===== src/sv/scbp_pkg.sv =====
// Package for the size-class buffer pool: constants, beat types and helper functions.
`timescale 1ns / 1ps

package scbp_pkg;

    // Pool geometry, fixed by the widths of the beat fields.
    localparam int POOL_BUFFERS = 1024;
    localparam int SIZE_CLASSES = 32;
    localparam int LENGTH_BITS  = 24;

    localparam int HANDLE_W = 10;
    localparam int CLASS_W  = 5;
    localparam int CNT_W    = 16;
    localparam int FRESH_W  = $clog2(POOL_BUFFERS + 1);
    localparam int USABLE_W = 25;
    localparam int TOTAL_W  = 32;
    localparam int LINK_W   = HANDLE_W + 1;

    localparam logic [CNT_W-1:0] PERMANENT = 16'hFFFF;
    localparam int HEADER_ROUND = 15;
    localparam int MIN_CLASS    = 4;
    localparam int HEADER_BYTES = 16;

    // Job queue between the front and the back.
    localparam int Q_DEPTH = 4;
    localparam int Q_AW    = $clog2(Q_DEPTH);

    // Operation codes.
    localparam logic [1:0] OP_ALLOC   = 2'd0;
    localparam logic [1:0] OP_RELEASE = 2'd1;
    localparam logic [1:0] OP_RETAIN  = 2'd2;
    localparam logic [1:0] OP_RESIZE  = 2'd3;

    // Status codes.
    localparam logic [1:0] ST_OK         = 2'd0;
    localparam logic [1:0] ST_EXHAUSTED  = 2'd1;
    localparam logic [1:0] ST_ZERO_COUNT = 2'd2;

    typedef struct packed {
        logic [1:0]             operation;
        logic [LENGTH_BITS-1:0] request_length;
        logic [HANDLE_W-1:0]    handle;
    } t_in_item;

    typedef struct packed {
        logic [HANDLE_W-1:0] result_handle;
        logic [USABLE_W-1:0] usable_bytes;
        logic [CNT_W-1:0]    reference_count;
        logic                recycled;
        logic [TOTAL_W-1:0]  total_bytes;
        logic [1:0]          status;
    } t_out_item;

    // A classified request as it waits in the queue.
    typedef struct packed {
        logic [1:0]             op;
        logic [LENGTH_BITS-1:0] len;
        logic [HANDLE_W-1:0]    handle;
        logic [CLASS_W-1:0]     cls;
    } t_job;

    // Usable bytes of a buffer of the given class, after its header.
    function automatic logic [USABLE_W-1:0] usable_of(input logic [CLASS_W-1:0] cls);
        logic [TOTAL_W-1:0] p;
        p = TOTAL_W'(1) << cls;
        return USABLE_W'(p - TOTAL_W'(HEADER_BYTES));
    endfunction

endpackage


===== src/sv/scbp_queue.sv =====
// Short job queue that decouples the front end from the back end.
`timescale 1ns / 1ps

module scbp_queue (
    input  logic           i_clk,
    input  logic           i_rst_n,
    input  logic           i_push,
    input  scbp_pkg::t_job i_job,
    output logic           o_full,
    input  logic           i_pop,
    output scbp_pkg::t_job o_head,
    output logic           o_empty
);
    import scbp_pkg::*;

    t_job            r_mem [Q_DEPTH];
    logic [Q_AW-1:0] r_wp;
    logic [Q_AW-1:0] r_rp;
    logic [Q_AW:0]   r_count;

    assign o_full  = (r_count == (Q_AW + 1)'(Q_DEPTH));
    assign o_empty = (r_count == '0);
    assign o_head  = r_mem[r_rp];

    // Pointers and fill count.
    always_ff @(posedge i_clk) begin
        if (!i_rst_n) begin
            r_wp    <= '0;
            r_rp    <= '0;
            r_count <= '0;
        end else begin
            if (i_push) begin
                r_wp <= r_wp + 1'b1;
            end
            if (i_pop) begin
                r_rp <= r_rp + 1'b1;
            end
            if (i_push && !i_pop) begin
                r_count <= r_count + 1'b1;
            end else if (!i_push && i_pop) begin
                r_count <= r_count - 1'b1;
            end
        end
    end

    // Entry storage.
    always_ff @(posedge i_clk) begin
        if (i_push) begin
            r_mem[r_wp] <= i_job;
        end
    end

endmodule


===== config.mk =====
export PLATFORM = sky130hd
export DESIGN_NAME = scbp_queue
export DESIGN_NICKNAME = d
export VERILOG_FILES = /design/src/sv/scbp_pkg.sv /design/src/sv/scbp_queue.sv
export SDC_FILE = /design/constraint.sdc
export NUM_CORES = 1
export LEC_CHECK = 0
export BUFFER_PORTS_ARGS = -buffer_cell sky130_fd_sc_hd__buf_2
export CAP_MARGIN = 25
export CORE_MARGIN = 3
export CORE_UTILIZATION = 50
export CTS_CLUSTER_DIAMETER = 200
export DETAILED_ROUTE_END_ITERATION = 16
export PLACE_DENSITY = 0.69
export SLEW_MARGIN = 20
export SYNTH_ARGS = -nofsm -noshare
export SYNTH_HDL_FRONTEND = slang
export SYNTH_SLANG_ARGS = --single-unit

===== constraint.sdc =====
create_clock -name i_clk -period 2.6 [get_ports i_clk]
set_clock_uncertainty 0.05 [all_clocks]
set_input_delay 0.26 -clock i_clk [delete_from_list [all_inputs] [get_ports i_clk]]
set_output_delay 0.26 -clock i_clk [all_outputs]
set_load 0.02 [all_outputs]

==> results of run 1 <==
[where the power goes]
part	total (mW)	switching [mW]	internal, mW
clock network	2.46	0.969	1.49
logic	0.695	0.386	0.309
registers	3.26	0.0583	3.20
[Yosys cell counts]
master	n	area, sq um
and2_1	9	56.30
ha_1	5	62.56
mux4_2	40	900.9
inv_1	4	15.01
o21ai_0	1	5.000
buf_12	4	80.08
nand2_1	1	3.750
a21boi_0	1	7.510
buf_1	1	3.750
nor3_1	1	5.000
mux4_1	1	26.28
xnor2_1	2	17.52
fa_1	1	20.02
buf_6	1	11.26
edfxtp_1	164	4925
mux2i_1	2	20.02
dfxtp_1	9	180.2
nor2b_1	2	12.51
nor3b_1	1	7.510
xor2_1	3	26.28
buf_2	4	20.02
or3_1	1	6.260
[through the flow]
stage / utilization, % / cell area (sq um)
after floorplan: - / 6412
after global placement: 57.56 / 7058
after detailed placement: 57.56 / 7058
after CTS: 63.77 / 7819
after global routing: 63.85 / 7829
final: 63.85 / 7829
[area by class of cell]
cell class              instances  area, sq um  area share (%)
clock inverters                14        151.4           1.934
multi-input cells              71         1182           15.10
flip-flops and latches        173         5110           65.27
well taps                     168        210.2           2.685
inverters                       4        15.01          0.1918
repair buffers                115        730.7           9.334
clock buffers                  18        429.2           5.482
[per-layer routing]
| layer | GRT usage [%] | routed length (um) |
|---|---|---|
| met1 | 22.57 | 4931 |
| met3 | 5.413 | 611 |
| met2 | 25.61 | 5276 |
| met5 | 0 | 0 |
| met4 | 6.734 | 197 |
[cells in the final DEF (no fill, tap or decap), types with 2 or more instances in the layout]
master / synthesis / routed
clkinv_1: 0 / 3
buf_2: 4 / 87
dlygate4sd3_1: 0 / 19
inv_1: 4 / 4
clkbuf_16: 0 / 17
and2_2: 0 / 4
clkinv_2: 0 / 4
and2_1: 9 / 5
ha_1: 5 / 5
xnor2_1: 2 / 2
xor2_1: 3 / 3
mux4_2: 40 / 40
nor2b_1: 2 / 2
bufinv_16: 0 / 3
buf_12: 4 / 3
mux2i_1: 2 / 2
edfxtp_1: 164 / 164
buf_4: 0 / 6
clkinvlp_4: 0 / 4
dfxtp_1: 9 / 7
[cells by family after synthesis]
kind of cell | count (synthesis) | share of synthesized area (%)
xor+xnor | 5 | 0.6831
simple gates | 15 | 1.424
buf+inv | 14 | 2.029
compound gates | 2 | 0.1951
mux | 43 | 14.77
flops | 173 | 79.61
fa+ha+maj | 6 | 1.288
[how the worst max path moves through the flow]
stage                        from           to  slack, ps
after floorplan           r_wp[0]  r_mem[2][0]        620
after global placement       flop   o_head[29]        700
after detailed placement     flop   o_head[29]        700
after CTS                    flop   o_head[29]        240
after global routing         flop   o_head[27]        170
final                        flop   o_head[27]        300
[registers in the layout, summed over array words and instances, names as in the netlist, named ones only]
| signal | count |
|---|---|
| r_count | 3 |
| r_mem | 164 |
| r_wp | 2 |
| r_rp | 2 |
[timing repair]
| action | 4_1_cts | 5_1_grt |
|---|---|---|
| endpoints found under the setup margin | 0 | 0 |
| resized for setup | 0 | 0 |
| hold endpoints to repair | 66 | 1 |
| hold buffers | 18 | 1 |
==> impl_metrics.json, run 1 <==
{
  "hold_depth": 1,
  "cp_num_buf_inv": 2,
  "outcome": "finished clean",
  "numPortBuffers": 87,
  "rsz0062_at_grt": "false",
  "hp-class": "input pin to flop",
  "grtUsageTotal_pct": 16.76,
  "cpLargestDelayFamily": "multiplexers",
  "hold_start": "i_job[27]",
  "drv_cap": 0,
  "rr_endpoint": "r_mem[0][5]",
  "yosys_warnings": 0,
  "ant_nets": 0,
  "min_to": "r_mem[2][27]",
  "cp.arrival_ps": 1990,
  "hold_viol": 0,
  "fillers": 840,
  "die-width_um": 119.2,
  "path_max_fanout": 12,
  "cts_tree": "built",
  "insertion_delay_ps": 420,
  "cts.clk_slew.worst_paths_ps": 60,
  "critPathKind": "flop to output pin",
  "cts_made_buffers": 17,
  "finalNetCount": 433,
  "slew_violations": 0,
  "r2r-start": "r_wp[0]",
  "leakage_nw": 2.694,
  "drcViolationCount": 0,
  "num_rows": 40,
  "fin_tns_setup_ps": 0,
  "diodes": 0,
  "wire_per_inst_um": 19.57,
  "path_depth": 3,
  "antenna_found_initial": 0,
  "period_share_pct": 88.32,
  "drive_gt1_share_pct": 43.04,
  "relSlewSlack_pct": 59.10,
  "grt_start_max_net_pins": 42,
  "synth_area_sq_um": 6412,
  "slowest_stage": "mux4_2",
  "cts_root_buf": "clkbuf_16",
  "critPathRequiredTime_ps": 2290,
  "htreeDepth": 4,
  "rrSetupSlack_ps": 850,
  "avgSynthCellArea_sq_um": 24.85,
  "synth.distinct_cells": 22,
  "setup_slack_ps": 303.8,
  "vdd_drop_max_uv": 386.4,
  "syn_inst": 258,
  "grt_overflow": 0,
  "critPathLaunchType": "flop",
  "hold_slack_ps": 7.576,
  "hpwl_um": 6685,
  "wl_um": 11020,
  "avgViaCountPerCell": 5.215,
  "dp_cells": 512,
  "grt_pass1_wl_um": 17740,
  "firstDrtPassIters": 4,
  "place_congestion": 0.7115,
  "clockBufferDepth": 2,
  "io_pins": 88,
  "synth_nets": 309,
  "core_sq_um": 12260,
  "critPathMaxStageDelay_ps": 560,
  "tightestPinTransition_ps": 613.6,
  "ys_ff_latch": 173,
  "crit_chain": "buf_4 > mux4_2 > buf_2",
  "p_total_mw": 6.410,
  "syn_to_final_growth_pct": 22.09,
  "rr_worst_depth": 4,
  "vias": 2936,
  "postCtsSetupBuffers": 0,
  "grt_pass1_vias": 3259,
  "dieArea_sq_um": 14220,
  "pwr_density_cell_nw_per_um2": 818.7,
  "cp-end-kind": "output pin",
  "first_iter_violations": 190,
  "start_util_pct": 52.30,
  "seq_area_frac_synth_pct": 79.61,
  "finalSetupViolCount": 0,
  "cts.sink_count": 173,
  "fin_cells": 563,
  "fmax_mhz": 435.5,
  "die_y_um": 119.2,
  "dp_slack_ps": 696.5,
  "layout_min_cycle_time_ps": 2296
}
Power figures use the tool's default switching activity.
==> inputs of run 2 (changes only) <==
- HOLD_SLACK_MARGIN: not set -> 0.03
==> impl_metrics.json, run 2 (same netlist as run 1, synthesis figures left out) <==
{
  "outcome": "finished clean",
  "rr_endpoint": "r_mem[0][5]",
  "cts.sink_count": 173,
  "syn_to_final_growth_pct": 25.52,
  "cts_root_buf": "clkbuf_16",
  "drive_gt1_share_pct": 40.77,
  "core_sq_um": 12260,
  "dp_cells": 512,
  "slowest_stage": "mux4_2",
  "leakage_nw": 2.786,
  "cts.clk_slew.worst_paths_ps": 60,
  "fin_tns_setup_ps": 0,
  "cts_made_buffers": 17,
  "path_depth": 3,
  "cts_tree": "built",
  "crit_chain": "buf_4 > mux4_2 > buf_2",
  "avgViaCountPerCell": 5.106,
  "die_y_um": 119.2,
  "cpLargestDelayFamily": "multiplexers",
  "critPathKind": "flop to output pin",
  "place_congestion": 0.7115,
  "io_pins": 88,
  "vdd_drop_max_uv": 384.1,
  "rsz0062_at_grt": "false",
  "htreeDepth": 4,
  "hpwl_um": 6685,
  "drcViolationCount": 0,
  "relSlewSlack_pct": 59.43,
  "cp-end-kind": "output pin",
  "critPathLaunchType": "flop",
  "finalSetupViolCount": 0,
  "grt_start_max_net_pins": 42,
  "r2r-start": "r_wp[0]",
  "wl_um": 11060,
  "postCtsSetupBuffers": 0,
  "cp_num_buf_inv": 2,
  "tightestPinTransition_ps": 608.6,
  "fin_cells": 585,
  "hp-class": "input pin to flop",
  "largestRegisters": "r_mem: 164 flops, r_count: 3 flops",
  "insertion_delay_ps": 420,
  "num_rows": 40,
  "cp.arrival_ps": 1980,
  "pwr_density_cell_nw_per_um2": 798.5,
  "hold_start": "i_rst_n",
  "rr_worst_depth": 4,
  "start_util_pct": 52.30,
  "first_iter_violations": 188,
  "final_cell_mix": "edfxtp_1, buf_2, dlygate4sd3_1",
  "grt_pass1_wl_um": 17970,
  "critPathRequiredTime_ps": 2290,
  "critPathMaxStageDelay_ps": 550,
  "grtUsageTotal_pct": 16.91,
  "numPortBuffers": 87,
  "grt_pass1_vias": 3353,
  "vias": 2987,
  "hold_viol": 0,
  "dieArea_sq_um": 14220,
  "finalNetCount": 455,
  "rrSetupSlack_ps": 850,
  "slew_violations": 0,
  "ant_nets": 0,
  "antenna_found_initial": 0,
  "drv_cap": 0,
  "die-width_um": 119.2,
  "firstDrtPassIters": 4,
  "path_max_fanout": 12,
  "clockBufferDepth": 2,
  "hold_depth": 2,
  "grt_overflow": 0,
  "p_total_mw": 6.427,
  "top_register": "r_mem",
  "wire_per_inst_um": 18.91,
  "final_common_cell": "edfxtp_1",
  "period_share_pct": 88.23,
  "layout_min_cycle_time_ps": 2294,
  "diodes": 0,
  "fmax_mhz": 435.9,
  "largest_reg_flops": 164
}
## run 2: changes by cell type in the layout (fill, tap and decap cells not counted), sizes merged
cell / previous run / this run
dlygate4sd3: 19 / 41
## run 2: area by class of cell
class	instances	area, sq um
Sequential cell	173	5110
Fill cell	817	4213
Multi-Input combinational cell	71	1182
Clock buffer	18	429.2
Clock inverter	14	151.4
Timing Repair Buffer	137	950.9
Inverter	4	15.01
Tap cell	168	210.2
## run 2: report_power, final
group / switching (mW) / internal (mW)
Clock: 0.962 / 1.49
Combinational: 0.389 / 0.330
Sequential: 0.0581 / 3.20
Total: 1.41 / 5.02
## run 2: how the worst max path moves through the flow
stage	end	slack, ps
final	o_head[27]	310
after global routing	o_head[27]	170
after CTS	o_head[29]	240
after detailed placement	o_head[29]	700
after global placement	o_head[29]	700
after floorplan	r_mem[2][0]	620
## run 2: worst reg2reg max path: stages (launching register included)
cell and delay [ps]:
dfxtp_1 350, inv_1 100, ha_1 150, and2_2 390, buf_4 370
## run 2: routing by layer
metal | vias up | GRT usage, % | part of all wire, %
met2 | 78 | 26.25 | 48
met4 | 0 | 6.445 | 1.3
met1 | 1528 | 22.64 | 45
li1 | 1370 | - | -
met5 | - | 0 | 0
met3 | 11 | 5.318 | 5.5
## run 2: stage by stage
step | utilization, % | setup slack [ps] | hold WS, ps | cell area [sq um]
3_3_place_gp | 57.56 | 696.4 | 420.5 | 7058
6_report | 65.64 | 306.1 | 85.02 | 8049
5_1_grt | 65.64 | 172.5 | 99.60 | 8049
4_1_cts | 65.64 | 237.8 | 84.57 | 8049
3_5_place_dp | 57.56 | 696.5 | 426.7 | 7058
2_1_floorplan | - | 616.3 | 308.9 | 6412
## run 2: repair_timing
| item | CTS | global route |
|---|---|---|
| resized for setup | 0 | 0 |
| hold endpoints to repair | 164 | 0 |
| hold buffers | 41 | 0 |
