File: config.mk
export PLATFORM = sky130hd
export DESIGN_NAME = scbp_front
export DESIGN_NICKNAME = d
export VERILOG_FILES = /design/src/sv/scbp_pkg.sv /design/src/sv/scbp_front.sv
export SDC_FILE = /design/constraint.sdc
export NUM_CORES = 1
export LEC_CHECK = 0
export BUFFER_PORTS_ARGS = -buffer_cell sky130_fd_sc_hd__clkbuf_2
export CAP_MARGIN = 20
export CELL_PAD_IN_SITES_DETAIL_PLACEMENT = 1
export CELL_PAD_IN_SITES_GLOBAL_PLACEMENT = 2
export CORE_MARGIN = 2
export CORE_UTILIZATION = 18
export DETAILED_ROUTE_END_ITERATION = 10
export PLACE_DENSITY = 0.76
export SKIP_LAST_GASP = 1
export SLEW_MARGIN = 20
export SYNTH_ARGS = -nofsm -noshare
export SYNTH_HDL_FRONTEND = slang
export SYNTH_SLANG_ARGS = --single-unit
File: constraint.sdc
create_clock -name vclk -period 2.6
set_clock_uncertainty 0.15 [all_clocks]
set_input_delay 0.26 -clock vclk [all_inputs]
set_output_delay 0.26 -clock vclk [all_outputs]
set_load 0.005 [all_outputs]
File: src/sv/scbp_pkg.sv
// Package for the size-class buffer pool: constants, beat types and helper functions.
`timescale 1ns / 1ps

package scbp_pkg;

    // Pool geometry, fixed by the widths of the beat fields.
    localparam int POOL_BUFFERS = 1024;
    localparam int SIZE_CLASSES = 32;
    localparam int LENGTH_BITS  = 24;

    localparam int HANDLE_W = 10;
    localparam int CLASS_W  = 5;
    localparam int CNT_W    = 16;
    localparam int FRESH_W  = $clog2(POOL_BUFFERS + 1);
    localparam int USABLE_W = 25;
    localparam int TOTAL_W  = 32;
    localparam int LINK_W   = HANDLE_W + 1;

    localparam logic [CNT_W-1:0] PERMANENT = 16'hFFFF;
    localparam int HEADER_ROUND = 15;
    localparam int MIN_CLASS    = 4;
    localparam int HEADER_BYTES = 16;

    // Job queue between the front and the back.
    localparam int Q_DEPTH = 4;
    localparam int Q_AW    = $clog2(Q_DEPTH);

    // Operation codes.
    localparam logic [1:0] OP_ALLOC   = 2'd0;
    localparam logic [1:0] OP_RELEASE = 2'd1;
    localparam logic [1:0] OP_RETAIN  = 2'd2;
    localparam logic [1:0] OP_RESIZE  = 2'd3;

    // Status codes.
    localparam logic [1:0] ST_OK         = 2'd0;
    localparam logic [1:0] ST_EXHAUSTED  = 2'd1;
    localparam logic [1:0] ST_ZERO_COUNT = 2'd2;

    typedef struct packed {
        logic [1:0]             operation;
        logic [LENGTH_BITS-1:0] request_length;
        logic [HANDLE_W-1:0]    handle;
    } t_in_item;

    typedef struct packed {
        logic [HANDLE_W-1:0] result_handle;
        logic [USABLE_W-1:0] usable_bytes;
        logic [CNT_W-1:0]    reference_count;
        logic                recycled;
        logic [TOTAL_W-1:0]  total_bytes;
        logic [1:0]          status;
    } t_out_item;

    // A classified request as it waits in the queue.
    typedef struct packed {
        logic [1:0]             op;
        logic [LENGTH_BITS-1:0] len;
        logic [HANDLE_W-1:0]    handle;
        logic [CLASS_W-1:0]     cls;
    } t_job;

    // Usable bytes of a buffer of the given class, after its header.
    function automatic logic [USABLE_W-1:0] usable_of(input logic [CLASS_W-1:0] cls);
        logic [TOTAL_W-1:0] p;
        p = TOTAL_W'(1) << cls;
        return USABLE_W'(p - TOTAL_W'(HEADER_BYTES));
    endfunction

endpackage

File: src/sv/scbp_front.sv
// Front end: takes request beats and tags each with its size class.
`timescale 1ns / 1ps

module scbp_front (
    input  logic              i_in_valid,
    output logic              o_in_ready,
    input  scbp_pkg::t_in_item i_in_item,
    input  logic              i_full,
    output logic              o_push,
    output scbp_pkg::t_job    o_job
);
    import scbp_pkg::*;

    localparam int SUM_W = LENGTH_BITS + 1;
    localparam int L_W   = SUM_W - 4;

    logic [SUM_W-1:0]   w_sum;
    logic [L_W-1:0]     w_l;
    logic [CLASS_W-1:0] w_blen;

    // Round the length up to whole 16-byte units.
    assign w_sum = {1'b0, i_in_item.request_length} + SUM_W'(HEADER_ROUND);
    assign w_l   = w_sum[SUM_W-1:4];

    // Bit length of the unit count picks the power-of-two class.
    always_comb begin
        w_blen = '0;
        for (int i = 0; i < L_W; i++) begin
            if (w_l[i]) begin
                w_blen = CLASS_W'(i + 1);
            end
        end
    end

    assign o_job.op     = i_in_item.operation;
    assign o_job.len    = i_in_item.request_length;
    assign o_job.handle = i_in_item.handle;
    assign o_job.cls    = CLASS_W'(MIN_CLASS) + w_blen;

    assign o_in_ready = !i_full;
    assign o_push     = i_in_valid && !i_full;

endmodule

==> results of run 1 <==
==> per-layer routing <==
| layer | vias to the layer above | share of wire | track usage |
|---|---|---|---|
| li1 | 602 | - | - |
| met1 | 569 | 0.42 | 0.1401 |
| met2 | 35 | 0.52 | 0.2034 |
| met3 | 0 | 0.051 | 0.007955 |
| met4 | 0 | 0 | 0 |
| met5 | - | 0 | 0 |
==> power by group through the flow <==
stage               clock, mW  sequential (mW)  combinational (mW)
floorplan                   0                0               0.106
global placement            0                0               0.173
detailed placement          0                0               0.176
CTS                         0                0               0.192
global route                0                0               0.220
finish                      0                0               0.199
==> final cells by class <==
class / instances / area, um^2
fillers: 698 / 3945
inverters: 5 / 18.77
multi-input cells: 96 / 804.5
well taps: 72 / 90.09
repair buffers: 95 / 614.3
==> through the flow <==
step	area [um^2]	utilization	TNS, ns	setup WS (ns)	std cells
4_1_cts	1449	0.2647	-0.2536	-0.1248	264
3_5_place_dp	1331	0.2433	-0.5472	-0.2402	260
5_1_grt	1528	0.2792	-0.5494	-0.2141	268
3_3_place_gp	1331	0.2433	-0.3365	-0.1706	260
2_1_floorplan	1018	-	0	0.04685	141
6_report	1528	0.2792	-0.1734	-0.1013	268
==> worst max path at each step <==
| stage | start | to | slack (ns) |
|---|---|---|---|
| floorplan | i_in_item[13] | o_job[4] | 0.05 |
| global placement | i_in_item[13] | o_job[4] | -0.17 |
| detailed placement | i_in_item[13] | o_job[4] | -0.24 |
| CTS | i_in_item[10] | o_job[4] | -0.12 |
| global route | i_in_item[13] | o_job[4] | -0.21 |
| finish | i_in_item[13] | o_job[4] | -0.10 |
==> cell families (layout without fill, tap and decap cells) <==
logic type,Yosys count,after routing,synth area share
multiplexers,3,3,0.03071
buffers and inverters,45,100,0.3010
XOR/XNOR,3,3,0.02580
adder cells (fa/ha/maj),1,1,0.01228
AND/OR/NAND/NOR,55,55,0.3464
AO/OA/AOI/OAI,34,34,0.2838
==> cell usage after synthesis (all sizes together) (3+ instances only) <==
library cell / instances / share of area
nor2: 10 / 0.037
nand2b: 3 / 0.018
buf: 38 / 0.28
inv: 5 / 0.018
nor4: 4 / 0.060
a311oi: 4 / 0.034
nand3: 5 / 0.025
a21oi: 7 / 0.034
nand4: 4 / 0.031
or3: 4 / 0.027
nor3: 6 / 0.034
o21ai: 6 / 0.029
nand2: 8 / 0.029
==> what timing repair did <==
item                                    in CTS  in global routing
setup buffers                                5                  4
endpoints found under the setup margin       4                  4
pin swaps                                   18                  5
resized for setup                           15                 14
==> results.json, run 1 <==
{
  "run_status": "finished, violations left",
  "failing_checks": "negative setup slack",
  "syn2layout_area_growth_pct": 50.00,
  "final.clkbuf_count": 0,
  "synth_instances": 141,
  "worstHoldPathType": "input pin to output pin",
  "finalCriticalPeriod_ns": 2.701,
  "cap_violations": 0,
  "fmaxAchievable_mhz": 370.2,
  "hold_buffers": 0,
  "placeableCoreArea_um2": 5473,
  "hold_slack_ns": 0.3700,
  "layout.cells.most_common_list": "sky130_fd_sc_hd__clkbuf_2 (54), sky130_fd_sc_hd__buf_4 (33), sky130_fd_sc_hd__nor2_1 (10)",
  "drt-pass1-iter-count": 2,
  "yosysWarningCount": 0,
  "drc": 0,
  "ys_seq_area_frac": 0,
  "hold_end": "o_job[11]",
  "worstPathBufferInverterCount": 3,
  "cpMaxStageDelayCell": "sky130_fd_sc_hd__o41a_1",
  "antenna_violations_before_repair": 0,
  "rows": 27,
  "max-vdd-ir-drop_mv": 0.03820,
  "comb_power_share": 1.000,
  "worst-endpoint-arrival_ns": 2.29,
  "switchingPower_mw": 0.09821,
  "series_of_cell_instances_along_the_critical_path": "buf_8 -> buf_6 -> o41a_1 -> and3_4 -> o211ai_1 -> a2111oi_4 -> or3_4 -> ha_4 -> xnor2_1 -> clkbuf_2",
  "synth.lib_cells_used.distinct": 47,
  "numPortBuffers": 57,
  "design.portCount": 81,
  "place_congestion": 0.8139,
  "relSlewSlack": 0.7153,
  "avgRoutedWirePerCell_um": 12.88,
  "critPathLaunchType": "input pin",
  "drt.antenna.violating_nets": 0,
  "final_max_slew_viol_count": 0,
  "post-route-period-util": 1.039,
  "family_with_the_most_delay_on_the_worst_path": "compound AO/OA/AOI/OAI gates",
  "power.static_leakage_nw": 0.6959,
  "first_global_vias": 1164,
  "worst_slack_setup_final_ns": -0.1013,
  "place.detailed.hpwl_um": 2896,
  "slowest_delay_ns": 0.44,
  "num_vias": 1206,
  "min_path_cells": 0,
  "seq_power_share": 0,
  "syn_area_um2": 1018,
  "final_common_cell": "sky130_fd_sc_hd__clkbuf_2",
  "internal_power_mw": 0.1005,
  "initial_utilization": 0.1861,
  "final-hold-violation-count": 0,
  "worst-endpoint-required_ns": 2.19,
  "hold_path_startpoint": "i_in_item[6]",
  "die-width_um": 79.22,
  "detail_route.wirelength_um": 3451,
  "p_clk_frac": 0,
  "track_usage": 0.1073,
  "finalPower_mw": 0.1987,
  "finalSetupViolations": 3,
  "die-area_um2": 6276,
  "syn_nets": 180,
  "final_layout_size_suffix_gt1_frac": 0.6071,
  "power_switching_share": 0.4943,
  "crit_fanout": 3,
  "violation_count_after_the_first_detailed_route_iteration": 24,
  "global_route.overflow_total": 0,
  "rsz0062_at_grt": "true",
  "tightest_slew_ns": 0.4232,
  "layout.sequential_cells": 0,
  "grt_first_pass_wirelength_um": 5623,
  "final_nets": 237,
  "dieHeight_um": 79.22,
  "p_per_area_nw_per_um2": 130.0,
  "ff_latch_area_um2": 0,
  "postSynthAreaPerCell_um2": 7.223,
  "ant_diodes": 0,
  "grt_start_max_net_pins": 13,
  "criticalPathCategory": "input pin to output pin",
  "endpoint_kind": "output pin",
  "timing.critical_path.depth": 10,
  "route.detailed.vias_per_inst": 4.500
}
(Power assumes the default switching activity.)
==> run 2: changes to the inputs <==
--- a/config.mk
+++ b/config.mk
@@ -5,14 +5,15 @@
 export SDC_FILE = /design/constraint.sdc
 export NUM_CORES = 1
 export LEC_CHECK = 0
+export ABC_AREA = 1
 export BUFFER_PORTS_ARGS = -buffer_cell sky130_fd_sc_hd__clkbuf_2
 export CAP_MARGIN = 20
 export CELL_PAD_IN_SITES_DETAIL_PLACEMENT = 1
 export CELL_PAD_IN_SITES_GLOBAL_PLACEMENT = 2
 export CORE_MARGIN = 2
-export CORE_UTILIZATION = 18
+export CORE_UTILIZATION = 15
 export DETAILED_ROUTE_END_ITERATION = 10
-export PLACE_DENSITY = 0.76
+export PLACE_DENSITY = 0.74
 export SKIP_LAST_GASP = 1
 export SLEW_MARGIN = 20
 export SYNTH_ARGS = -nofsm -noshare
==> results.json, run 2 <==
{
  "run_status": "finished, violations left",
  "failing_checks": "negative setup slack",
  "layout.cells.most_common_list": "sky130_fd_sc_hd__nand2_1 (53), sky130_fd_sc_hd__clkbuf_2 (47), sky130_fd_sc_hd__buf_4 (34)",
  "crit_path_frequent_cell": "sky130_fd_sc_hd__nor2_4",
  "critPathLaunchType": "input pin",
  "slowest_delay_ns": 0.19,
  "worst-endpoint-required_ns": 2.19,
  "comb_power_share": 1.000,
  "rows": 29,
  "synth_compound_gate_area_share": 0.04470,
  "initial_utilization": 0.1543,
  "syn_area_um2": 979.7,
  "synth.area.top_cells": "sky130_fd_sc_hd__buf_4 (28%), sky130_fd_sc_hd__nand2_1 (25%), sky130_fd_sc_hd__inv_1 (11%)",
  "synth_xor_area_frac": 0.01788,
  "die-width_um": 84.82,
  "worstPathBufferInverterCount": 6,
  "post-route-period-util": 1.029,
  "yosys-mux-area-fraction": 0,
  "simple_gate_fraction_of_synth_area": 0.5134,
  "first_global_vias": 1129,
  "final-hold-violation-count": 0,
  "finalSetupViolations": 1,
  "syn2layout_area_growth_pct": 59.51,
  "final_max_slew_viol_count": 0,
  "drt-pass1-iter-count": 3,
  "switchingPower_mw": 0.09433,
  "internal_power_mw": 0.1008,
  "track_usage": 0.07172,
  "setup.worst_path.start": "i_in_item[13]",
  "num-fill-cells": 833,
  "ff_latch_area_um2": 0,
  "die-area_um2": 7194,
  "worst_slack_setup_final_ns": -0.07587,
  "place_congestion": 0.7114,
  "synth_fa_ha_area_frac": 0.01277,
  "power_switching_share": 0.4833,
  "fmaxAchievable_mhz": 373.7,
  "p_clk_frac": 0,
  "hold_slack_ns": 0.3700,
  "numPortBuffers": 57,
  "series_of_cell_instances_along_the_critical_path": "buf_4 -> nor2_4 -> nand2_2 -> nand3_2 -> inv_2 -> nand2_4 -> nor2_4 -> nand3_4 -> nor2_4 -> inv_2 -> nor3_4 -> xor2_1 -> nand2_1 -> clkinv_2 -> and3_4 -> nor2_4 -> inv_2 -> ha_4 -> xor2_1 -> clkbuf_2",
  "hold_buffers": 0,
  "detail_route.wirelength_um": 2773,
  "placeableCoreArea_um2": 6350,
  "max-vdd-ir-drop_mv": 0.03834,
  "layout.sequential_cells": 0,
  "rsz0062_at_grt": "true",
  "final_nets": 288,
  "seq_power_share": 0,
  "cap_violations": 0,
  "family_with_the_most_delay_on_the_worst_path": "simple AND/OR/NAND/NOR gates",
  "ant_diodes": 0,
  "place.detailed.hpwl_um": 2531,
  "syn_nets": 226,
  "design.portCount": 81,
  "dieHeight_um": 84.82,
  "relSlewSlack": 0.8452,
  "criticalPathCategory": "input pin to output pin",
  "ys_seq_area_frac": 0,
  "post_dp_cell_area_um2": 1331,
  "postSynthAreaPerCell_um2": 5.239,
  "grt_start_max_net_pins": 6,
  "num_vias": 1231,
  "worst-endpoint-arrival_ns": 2.27,
  "antenna_violations_before_repair": 0,
  "violation_count_after_the_first_detailed_route_iteration": 13,
  "post_synth_most_frequent_cells": "sky130_fd_sc_hd__nand2_1 (66), sky130_fd_sc_hd__buf_4 (36), sky130_fd_sc_hd__inv_1 (28), sky130_fd_sc_hd__nor2_1 (15), sky130_fd_sc_hd__nand3_1 (8)",
  "final_common_cell": "sky130_fd_sc_hd__nand2_1",
  "crit_fanout": 4,
  "final_layout_size_suffix_gt1_frac": 0.5547,
  "synth_instances": 187,
  "synth_top_family_by_area": "simple AND/OR/NAND/NOR gates",
  "synth_largest_type_area_fraction": 0.2759,
  "p_per_area_nw_per_um2": 124.9,
  "grt_first_pass_wirelength_um": 4560,
  "drt.antenna.violating_nets": 0,
  "final.clkbuf_count": 0,
  "stdcell_area_um2": 1563,
  "synthMostInstantiatedCell": "sky130_fd_sc_hd__nand2_1",
  "cpMaxStageDelayCell": "sky130_fd_sc_hd__xor2_1",
  "global_route.overflow_total": 0,
  "worstHoldPathType": "input pin to output pin",
  "endpoint_kind": "output pin",
  "netlist.top_cell.by_area": "sky130_fd_sc_hd__buf_4",
  "yosysWarningCount": 0,
  "hold_path_startpoint": "i_in_item[9]",
  "drc": 0,
  "finalCriticalPeriod_ns": 2.676,
  "route.detailed.vias_per_inst": 3.799,
  "tightest_slew_ns": 0.2313,
  "synth.lib_cells_used.distinct": 24,
  "power.static_leakage_nw": 0.9302,
  "avgRoutedWirePerCell_um": 8.559
}
run 2: changes by cell type after synthesis, sizes merged, moves of 3 or more:
cell	previous run	this run
nand2	8	68
inv	5	34
nor2	10	18
a21oi	7	2
nand3	5	10
a311oi	4	0
or3	4	0
nand2b	3	0
nor4	4	1
run 2: path summary, 6_finish.rpt:
| kind | cells past startpoint | to | slack (ns) |
|---|---|---|---|
| max | 20 | o_job[4] | -0.08 |
| min | 0 | o_job[14] | 0.37 |
run 2: area by class of cell:
class	instances	area [um^2]	area share
inverters	35	137.6	0.08807
multi-input cells	116	678.2	0.4339
repair buffers	96	650.6	0.4163
well taps	77	96.34	0.06165
run 2: logic make-up (layout without fill, tap and decap cells):
kind of cell             Yosys count  count (layout)
AND/OR/NAND/NOR                  105             105
adder cells (fa/ha/maj)            1               1
buffers and inverters             71             131
AO/OA/AOI/OAI                      8               8
XOR/XNOR                           2               2
run 2: metal layers:
| metal | GRT usage | vias up | share of wire |
|---|---|---|---|
| met5 | 0 | - | 0 |
| met4 | 0.001443 | 0 | 0 |
| met3 | 0.003891 | 0 | 0.063 |
| met2 | 0.1389 | 37 | 0.52 |
| met1 | 0.09219 | 545 | 0.41 |
| li1 | - | 649 | - |
run 2: timing repair:
action,CTS,global route
gates resized for setup,12,45
pin swaps,0,18
hold endpoints to repair,0,0
setup endpoints to repair,4,5
buffers inserted,2,7
run 2: stage by stage:
stage,instances,power [mW],TNS [ns],utilization,setup slack [ns]
finish,324,0.1952,-0.07587,0.2461,-0.07587
global route,324,0.2196,-0.8387,0.2461,-0.2936
CTS,319,0.1730,-0.1925,0.2205,-0.1324
detailed placement,317,0.1632,-0.6369,0.2097,-0.3054
global placement,317,0.1608,-0.5128,0.2097,-0.2566
floorplan,187,0.1073,0,-,0.1437
run 2: power by group through the flow:
stage	clock [mW]	combinational (mW)	sequential [mW]
after floorplan	0	0.107	0
after global placement	0	0.161	0
after detailed placement	0	0.163	0
after CTS	0	0.173	0
after global routing	0	0.220	0
final	0	0.195	0
==> run 3: changes to the inputs <==
--- a/config.mk
+++ b/config.mk
@@ -5,15 +5,16 @@
 export SDC_FILE = /design/constraint.sdc
 export NUM_CORES = 1
 export LEC_CHECK = 0
-export ABC_AREA = 1
+export ABC_AREA = 0
 export BUFFER_PORTS_ARGS = -buffer_cell sky130_fd_sc_hd__clkbuf_2
 export CAP_MARGIN = 20
 export CELL_PAD_IN_SITES_DETAIL_PLACEMENT = 1
 export CELL_PAD_IN_SITES_GLOBAL_PLACEMENT = 2
 export CORE_MARGIN = 2
-export CORE_UTILIZATION = 15
+export CORE_UTILIZATION = 21
 export DETAILED_ROUTE_END_ITERATION = 10
-export PLACE_DENSITY = 0.74
+export PLACE_DENSITY = 0.84
+export SETUP_SLACK_MARGIN = 0.05
 export SKIP_LAST_GASP = 1
 export SLEW_MARGIN = 20
 export SYNTH_ARGS = -nofsm -noshare
==> constraint.sdc (replaced) <==
create_clock -name vclk -period 3.5
set_clock_uncertainty 0.15 [all_clocks]
set_input_delay 0.35 -clock vclk [all_inputs]
set_output_delay 0.35 -clock vclk [all_outputs]
set_load 0.005 [all_outputs]
==> results.json, run 3 (synthesized netlist as in run 1, its figures left out) <==
{
  "ant_diodes": 0,
  "first_global_vias": 965,
  "power.static_leakage_nw": 0.4681,
  "dieHeight_um": 73.64,
  "worst-endpoint-arrival_ns": 2.58,
  "num-fill-cells": 614,
  "final_max_slew_viol_count": 0,
  "drt.antenna.violating_nets": 0,
  "finalCriticalPeriod_ns": 3.082,
  "grt_first_pass_wirelength_um": 4505,
  "worst_slack_setup_final_ns": 0.4176,
  "run_status": "complete, no violations",
  "endpoint_kind": "output pin",
  "layout.cells.most_common_list": "sky130_fd_sc_hd__clkbuf_2 (57), sky130_fd_sc_hd__nor2_1 (10), sky130_fd_sc_hd__nand2_1 (8)",
  "criticalPathCategory": "input pin to output pin",
  "place_congestion": 0.7573,
  "preCtsSetupSlack_ns": 0.3746,
  "layout.sequential_cells": 0,
  "track_usage": 0.09873,
  "route.detailed.vias_per_inst": 4.972,
  "design.portCount": 81,
  "hold_path_startpoint": "i_in_item[6]",
  "relSlewSlack": 0.6574,
  "avgRoutedWirePerCell_um": 13.13,
  "max-vdd-ir-drop_mv": 0.02816,
  "antenna_violations_before_repair": 0,
  "timing.setup.tns_ns": 0,
  "final.clkbuf_count": 0,
  "crit_fanout": 5,
  "die-width_um": 73.64,
  "post_cts_resize_count": 0,
  "p_per_area_nw_per_um2": 96.08,
  "finalCoreUtilization": 0.2325,
  "post-route-period-util": 0.8807,
  "rows": 25,
  "rsz0062_at_grt": "false",
  "num_vias": 1059,
  "final_nets": 200,
  "ff_latch_area_um2": 0,
  "post_dp_cell_area_um2": 1091,
  "placedCellCount": 213,
  "hold_end": "o_job[11]",
  "hold_buffers": 0,
  "stdcell_area_um2": 1091,
  "grt_start_max_net_pins": 13,
  "drt-pass1-iter-count": 4,
  "syn2layout_area_growth_pct": 7.126,
  "fmaxAchievable_mhz": 324.4,
  "multi_input_area_um2": 711.9,
  "violation_count_after_the_first_detailed_route_iteration": 28,
  "worstHoldPathType": "input pin to output pin",
  "critPathLaunchType": "input pin",
  "tightest_slew_ns": 0.5111,
  "numPortBuffers": 57,
  "die-area_um2": 5423,
  "final_layout_size_suffix_gt1_frac": 0.4843,
  "global_route.overflow_total": 0,
  "drc": 0,
  "placeableCoreArea_um2": 4692,
  "cap_violations": 0,
  "final_common_cell": "sky130_fd_sc_hd__clkbuf_2",
  "worst-endpoint-required_ns": 3.00,
  "finalSetupViolations": 0,
  "initial_utilization": 0.2171,
  "post_cts_buffers": 0,
  "final-hold-violation-count": 0,
  "place.detailed.hpwl_um": 2347,
  "min_path_cells": 0,
  "detail_route.wirelength_um": 2797,
  "finish.cell_count_without_fillers": 213
}
[run 3: critical path: stages]
cell and delay (ns):
sky130_fd_sc_hd__clkbuf_2 0.12, sky130_fd_sc_hd__o41ai_4 0.50, sky130_fd_sc_hd__or3_2 0.23, sky130_fd_sc_hd__o21bai_1 0.10
sky130_fd_sc_hd__o41ai_2 0.29, sky130_fd_sc_hd__a2111oi_2 0.13, sky130_fd_sc_hd__or3_1 0.37, sky130_fd_sc_hd__ha_1 0.21
sky130_fd_sc_hd__xnor2_1 0.15, sky130_fd_sc_hd__clkbuf_2 0.13
[run 3: area by class of cell]
cell class                      instances  share of cell area
Timing Repair Buffer                   58              0.2683
Multi-Input combinational cell         96              0.6525
Inverter                                5             0.01720
Tap cell                               54             0.06193
[run 3: stage by stage]
stage,total power [mW],hold WS (ns)
after global routing,0.1183,0.5500
final,0.1048,0.5500
after detailed placement,0.1069,0.5500
after global placement,0.1057,0.5500
after CTS,0.1073,0.5500
after floorplan,0.07907,0.5765
[run 3: how the worst max path moves through the flow]
stage	slack, ns	depth (start not counted)	startpoint	end
floorplan	0.77	8	i_in_item[13]	o_job[4]
finish	0.42	10	i_in_item[13]	o_job[4]
global route	0.19	10	i_in_item[13]	o_job[4]
detailed placement	0.37	10	i_in_item[13]	o_job[4]
global placement	0.41	10	i_in_item[13]	o_job[4]
CTS	0.38	10	i_in_item[13]	o_job[4]
[run 3: per-layer routing]
layer	track usage	share of wire	vias up
li1	-	-	532
met2	0.1706	0.47	37
met5	0	0	-
met4	0.008081	0	0
met1	0.1381	0.48	490
met3	0.008230	0.054	0
[run 3: power by group]
part | internal, mW | switching [mW]
registers | 0 | 0
clock network | 0 | 0
logic | 0.0444 | 0.0604
total | 0.0444 | 0.0604
